**config.mk**
```make
export PLATFORM = sky130hd
export DESIGN_NAME = daif_cfg_regs
export DESIGN_NICKNAME = d
export VERILOG_FILES = /design/src/rtl/core/daif_pkg.sv /design/src/rtl/core/daif_cfg_regs.sv
export SDC_FILE = /design/constraint.sdc
export NUM_CORES = 1
export LEC_CHECK = 0
export BUFFER_PORTS_ARGS = -buffer_cell sky130_fd_sc_hd__buf_4
export CAP_MARGIN = 20
export CORE_ASPECT_RATIO = 0.8
export CORE_UTILIZATION = 39
export CTS_CLUSTER_SIZE = 40
export DETAILED_ROUTE_END_ITERATION = 8
export PLACE_DENSITY = 0.78
export SLEW_MARGIN = 20
export SYNTH_ARGS = -nofsm -noshare
export SYNTH_HDL_FRONTEND = slang
export SYNTH_SLANG_ARGS = --single-unit
```
**constraint.sdc**
```tcl
create_clock -name clk -period 1.2 [get_ports clk]
set_input_delay 0.06 -clock clk [delete_from_list [all_inputs] [get_ports clk]]
set_output_delay 0.06 -clock clk [all_outputs]
set_load 0.005 [all_outputs]
```
**src/rtl/core/daif_pkg.sv**
```systemverilog
package daif_pkg;

  // configuration port
  localparam int APB_DATA_BITS = 32;
  localparam int APB_ADDR_BITS = 3;

  typedef enum logic [0:0] {
    REG_IMAGE_WIDTH  = 1'b0,
    REG_IMAGE_HEIGHT = 1'b1
  } reg_index_t;

  // frame size limits and reset values
  localparam int MIN_SIZE     = 3;
  localparam int WIDTH_RESET  = 2048;
  localparam int HEIGHT_RESET = 2048;

  // pixel layout: red in the low bits, then green, then blue
  localparam int NUM_CHANNELS = 3;

  // results released by one transaction, and the result queue behind them
  localparam int MAX_RESULTS = 4;
  localparam int QUEUE_DEPTH = 8;

  // line store row slot, row number modulo three
  typedef logic [1:0] slot_t;
  localparam slot_t SLOT_FIRST = 2'd0;
  localparam slot_t SLOT_LAST  = 2'd2;

  function automatic slot_t slot_next(input slot_t s);
    slot_t n;
    n = (s == SLOT_LAST) ? SLOT_FIRST : slot_t'(s + 2'd1);
    return n;
  endfunction

  function automatic slot_t slot_prev(input slot_t s);
    slot_t p;
    p = (s == SLOT_FIRST) ? SLOT_LAST : slot_t'(s - 2'd1);
    return p;
  endfunction

endpackage

```
**src/rtl/core/daif_cfg_regs.sv**
```systemverilog
module daif_cfg_regs #(
  parameter int MAX_WIDTH  = 2048,
  parameter int MAX_HEIGHT = 4096
) (
  input  logic                                 clk,
  input  logic                                 rst_n,
  input  logic                                 psel,
  input  logic                                 penable,
  input  logic                                 pwrite,
  input  logic [daif_pkg::APB_ADDR_BITS-1:0]   paddr,
  input  logic [daif_pkg::APB_DATA_BITS-1:0]   pwdata,
  output logic [daif_pkg::APB_DATA_BITS-1:0]   prdata,
  output logic                                 pready,
  output logic [$clog2(MAX_WIDTH+1)-1:0]       image_width,
  output logic [$clog2(MAX_HEIGHT+1)-1:0]      image_height
);
  import daif_pkg::*;

  localparam int WB = $clog2(MAX_WIDTH + 1);
  localparam int HB = $clog2(MAX_HEIGHT + 1);

  localparam logic [WB-1:0] W_MIN = WB'(MIN_SIZE);
  localparam logic [WB-1:0] W_MAX = WB'(MAX_WIDTH);
  localparam logic [WB-1:0] W_RST = WB'((WIDTH_RESET > MAX_WIDTH) ? MAX_WIDTH : WIDTH_RESET);
  localparam logic [HB-1:0] H_MIN = HB'(MIN_SIZE);
  localparam logic [HB-1:0] H_MAX = HB'(MAX_HEIGHT);
  localparam logic [HB-1:0] H_RST =
    HB'((HEIGHT_RESET > MAX_HEIGHT) ? MAX_HEIGHT : HEIGHT_RESET);

  logic [WB-1:0] width_r, width_nxt, wdata_w;
  logic [HB-1:0] height_r, height_nxt, wdata_h;
  logic          wr_en;
  reg_index_t    reg_sel;

  assign pready  = 1'b1;
  assign wr_en   = psel & penable & pwrite;
  assign reg_sel = reg_index_t'(paddr[APB_ADDR_BITS-1]);
  assign wdata_w = pwdata[WB-1:0];
  assign wdata_h = pwdata[HB-1:0];

  // clamp written sizes into the supported range
  always_comb begin
    width_nxt  = width_r;
    height_nxt = height_r;
    if (wr_en) begin
      unique case (reg_sel)
        REG_IMAGE_WIDTH: begin
          width_nxt = (wdata_w < W_MIN) ? W_MIN : ((wdata_w > W_MAX) ? W_MAX : wdata_w);
        end
        REG_IMAGE_HEIGHT: begin
          height_nxt = (wdata_h < H_MIN) ? H_MIN : ((wdata_h > H_MAX) ? H_MAX : wdata_h);
        end
        default: begin
          width_nxt = width_r;
        end
      endcase
    end
  end

  always_ff @(posedge clk) begin
    if (!rst_n) begin
      width_r  <= W_RST;
      height_r <= H_RST;
    end else begin
      width_r  <= width_nxt;
      height_r <= height_nxt;
    end
  end

  // read back
  always_comb begin
    unique case (reg_sel)
      REG_IMAGE_WIDTH:  prdata = APB_DATA_BITS'(width_r);
      REG_IMAGE_HEIGHT: prdata = APB_DATA_BITS'(height_r);
      default:          prdata = '0;
    endcase
  end

  assign image_width  = width_r;
  assign image_height = height_r;

endmodule

```
## Word-level counts from Yosys, hierarchy flattened

Index checks and enable logic that the tools add are counted.
Widths: inputs -> output; s select.

| storage, ports and cells | value |
|---|---|
| flip-flop bits (word level) | 25 |
| bits of input ports | 40 |
| logic and storage cells | 16 |
| output and inout port bits | 58 |

| operators by class | value |
|---|---|
| reductions and logical operators | 2 |
| bitwise operators | 3 |
| $lt $le $gt $ge | 4 |
| muxes and demuxes | 5 |

Operators by type and width:

| operator | number |
|---|---|
| $pmux 32 s2 | 1 |
| $mux 13 | 2 |
| $mux 12 | 2 |
| $gt 13x13->1 const B | 1 |
| $lt 13x2->1 const B | 1 |
| $gt 12x12->1 const B | 1 |
| $lt 12x2->1 const B | 1 |
| $reduce_and 2->1 | 2 |
| $and 1x1->1 | 2 |
| $not 1->1 | 1 |

## Depth between registers and ports, before layout

| logic depth | value |
|---|---|
| depth in word-level cells | 3 |
| depth in mapped cells | 5 |

## Least setup slack after synthesis

No wires, ideal clock.

| timing | value |
|---|---|
| kind | input to register |
| from | in paddr[2] in the netlist's numbering |
| to | reg height_r[0], in the netlist image_height[0] |
| cell stages on the path | 5 |
| slack | 0.254 ns |
| arrival | 0.876 ns |
| cells stage by stage | buf_6 > nand4_4 > buf_6 > or3b_1 > o2bb2ai_1 |

| on the way | value |
|---|---|
| word-level cells in the longest chain between the ends | 1 |

Ends and longest elaborated chain:

| what | RTL line | source |
|---|---|---|
| start, declared | daif_cfg_regs.sv:10 | `input logic [daif_pkg::APB_ADDR_BITS-1:0] paddr,` |
| $reduce_and 2->1 (no line) | n/a |  |
| end signal, assigned | daif_cfg_regs.sv:66 | `height_r <= height_nxt;` |
| end, declared | daif_cfg_regs.sv:31 | `logic [HB-1:0] height_r, height_nxt, wdata_h;` |

Every way passes these cells.
A chain may end at the register's enable or synchronous reset.

## Worst setup path in the final report

| timing | value |
|---|---|
| from | reg width_r[3], in the netlist image_width[3] |
| to | out prdata[3] in the netlist's numbering |

| on the way | value |
|---|---|
| word-level cells in the longest chain between the ends | 1 |

Ends and longest elaborated chain:

| what | RTL line | source |
|---|---|---|
| start, declared | daif_cfg_regs.sv:30 | `logic [WB-1:0] width_r, width_nxt, wdata_w;` |
| start signal, assigned | daif_cfg_regs.sv:65 | `width_r <= width_nxt;` |
| $pmux 32 s2 | daif_cfg_regs.sv:72 | `unique case (reg_sel)` |
| end, declared | daif_cfg_regs.sv:12 | `output logic [daif_pkg::APB_DATA_BITS-1:0] prdata,` |

Every way passes these cells. The select of a mux whose other input is x is not followed.

==> key figures <==
Run status
  – Outcome: complete, no violations

Timing
  – Final critical delay including setup and external delays: 1.062 ns
  – Achievable frequency: 941.5 MHz
  – Hold Worst Slack: just over 0.02 ns
  – Fin Setup TNS: 0 ns
  – Endpoints failing hold: 0
  – Setup Skew: 0 ns
  – Fin crit share: 88.52%
  – Max-slew violation total from the final report: 0
  – Number of failing setup endpoints in the final timing report: 0
  – RSZ-0062 raised after global routing: false

Floorplan
  – Die width: 66.46 um
  – Std-Cell Core Area: around 3100 sq um
  – Full die area: 3560 sq um
  – Number of placement rows: 18
  – Die H: 53.57 um
  – Boundary pin count: 98
  – Effective utilization at floorplan: 41.41%

Critical path
  – Largest driver fanout on the critical path: 3
  – Worst Path Buf+Inv: 1
  – Type of origin of the critical path: flop
  – Critical path data arrival time: 1.00 ns
  – Worst stage delay on the critical path: 0.34 ns
  – Cell with the largest stage delay on the worst path: dfxtp_1
  – Worst EP required: 1.14 ns
  – Worst path top cell family by delay: flip-flops
  – Kind of end point of the critical path: output port
  – Ordered cell list for the critical path: mux2_2, buf_4
  – Crit path kind: reg -> out

Clock network
  – Setup Buffers After CTS: 0
  – CTS tree: built
  – Maximum buffer depth of the clock tree: 2
  – Number of levels in the clock H-tree: 1
  – Clock root buffer master: clkbuf_8
  – Clk sink count: 25
  – TritonCTS Buffers: 3
  – Clock Pin Slew Worst Setup and Hold Paths: 0.08 ns
  – Insertion delay to the later sink of the worst-skew pair: 0.26 ns

Power
  – Worst ir drop on vdd: between 0.5 and 0.6 mV
  – Leak pwr: 0.8075 nW
  – Power density over cell area: 890.9 nW/um^2

Cells and area
  – Filler cell count in the final layout: 299
  – Layout Area Growth over Synthesis: 33.69%
  – Total Nets Final: around 230
  – Number of antenna repair diodes: 0
  – Layout cells sized above 1: 40.41%

Logic synthesis
  – Most area-hungry cell type in the Yosys netlist: dfxtp_1
  – Count of synthesis-stage warnings from yosys: 0
  – Post-synthesis instance total: 137
  – Ranking of synthesized cells by area: dfxtp_1 (39%), buf_4 (12%), mux2_2 (10%)
  – Library cells used by synthesis: 28
  – Post-Synthesis Cell Area: 1296 sq um
  – Mean area per synthesized cell: 9.462 sq um
  – Share of the synthesized area in the top cell type: 38.61%
  – Share of async-settable or async-resettable flops after synthesis: 0%
  – Flops & latches, synth: 25
  – Flip-flop cell with the highest count after synthesis: dfxtp_1
  – EDFF count, synth: 0
  – Sequential fraction of the synthesis area: 38.61%

Detailed routing
  – Met2 layer wire length in the routed design: 1.513 mm
  – Wire length per cell after detailed routing: 13.02 um
  – Vias post-DR: between 1000 and 1500
  – First-pass iteration count of the detailed router: 4
  – Wire length on met3: 166 um
  – Top Layer Used: met4
  – M1 WL: 1.308 mm
  – Post-route DRC violation count: 0
  – Total wirelength of the detailed-routed design: between 3 and 4 mm
  – Drt via density: 4.927
  – Initial detailed-routing violation count: 46
  – Remaining antenna violation count: 0

Placement
  – Port-buffer cells: 56
  – Detailed-placement wirelength estimate: 2.346 mm
  – Final Wtd Congestion: 0.7726

GRT
  – Global Route Usage Sum: 18.29%
  – Overall overflow remaining after global route: 0
  – Antenna violations before repair: 0
  – Number of global-route vias before repair: just under 1000
  – First-pass GRT wire length: 4.678 mm
  – Largest net degree at the start of global routing: 22

Min path
  – Class of the tightest hold or removal check: in -> reg

Flow run
  – Maximum Capacitance Violations: 0
stage by stage:
stage | instances | area [sq um] | setup WS [ns] | power (mW) | utilization [%]
floorplan | 155 | 1364 | 0.2541 | 1.011 | -
global placement | 228 | 1678 | 0.09717 | 1.069 | 53.60
detailed placement | 228 | 1678 | 0.08328 | 1.073 | 53.60
CTS | 232 | 1723 | 0.1294 | 1.560 | 55.04
global route | 233 | 1733 | 0.09325 | 1.627 | 55.36
finish | 233 | 1733 | 0.1378 | 1.544 | 55.36
flip-flops by register name, indices dropped and copies added, names as in the netlist:
register      cells
image_height     13
image_width      12
logic make-up after synthesis:
group,count (synthesis),share of synthesized area [%]
compound gates,28,16.31
mux,13,11.20
flops,25,38.61
other cells,2,0.5794
simple gates,37,16.89
buf+inv,32,16.41
cell type report:
type	count	area, sq um	area share (%)
multi-input combinational	98	650.6	37.55
clock buffer	4	45.04	2.599
tap	40	50.05	2.888
inverter	3	11.26	0.6498
sequential	25	500.5	28.88
timing repair buffer	63	475.5	27.44
synthesized netlist by cell type (2+ instances only):
library cell and n:
mux2_2 12, buf_4 20, nor4_1 2, a21boi_0 9
o2bb2ai_1 2, a41oi_1 2, buf_6 2, o21ai_0 4
a31oi_1 2, nand3_1 12, inv_1 3, a22o_1 6
and2_1 2, nand2_1 12, conb_1 2, clkbuf_1 5
or3b_1 4, dfxtp_1 25, buf_2 2
per-layer routing:
layer,global-route usage (%),vias up
met5,0,-
met4,7.447,0
met3,3.814,5
met2,32.31,48
met1,21.91,534
li1,-,561
placed cells by master (no fill, tap or decap):
cell type,instances
nor4_1,2
o2bb2ai_1,2
mux2i_1,1
nand3_1,12
conb_1,20
a21boi_0,9
nand2_1,12
clkbuf_1,1
o311ai_0,1
o211ai_1,1
a41oi_1,2
nor2b_1,1
nor3b_1,1
clkbuf_8,3
dfxtp_1,25
a21boi_1,1
o21ai_0,4
inv_1,3
or3b_1,4
a31oi_1,2
nand4b_1,1
nand4_4,1
mux2_2,12
dlygate4sd3_1,1
and4b_1,1
and2_1,2
a22o_1,6
buf_4,62
where the power goes:
group          internal [mW]  switching [mW]  total [mW]
Combinational          0.101           0.105       0.206
Clock                  0.237           0.250       0.488
Sequential             0.841         0.00914       0.850
what timing repair did:
item | in CTS | in global routing
hold buffers | 0 | 1
endpoints found under the setup margin | 0 | 0
endpoints found under the hold margin | 0 | 1
resized for setup | 0 | 0
worst paths after layout:
check / endpoint / cells past startpoint / startpoint / slack, ns
worst max-delay path: prdata[3] / 2 / image_width[3] / 0.14
worst min-delay path: image_height[7] / 2 / pwdata[7] / 0.02
worst max register to register: image_height[11] / 2 / image_height[11] / 0.53
worst min register to register: image_height[10] / 2 / image_height[10] / 0.48
Note: power is estimated with default switching activity, not from simulation.
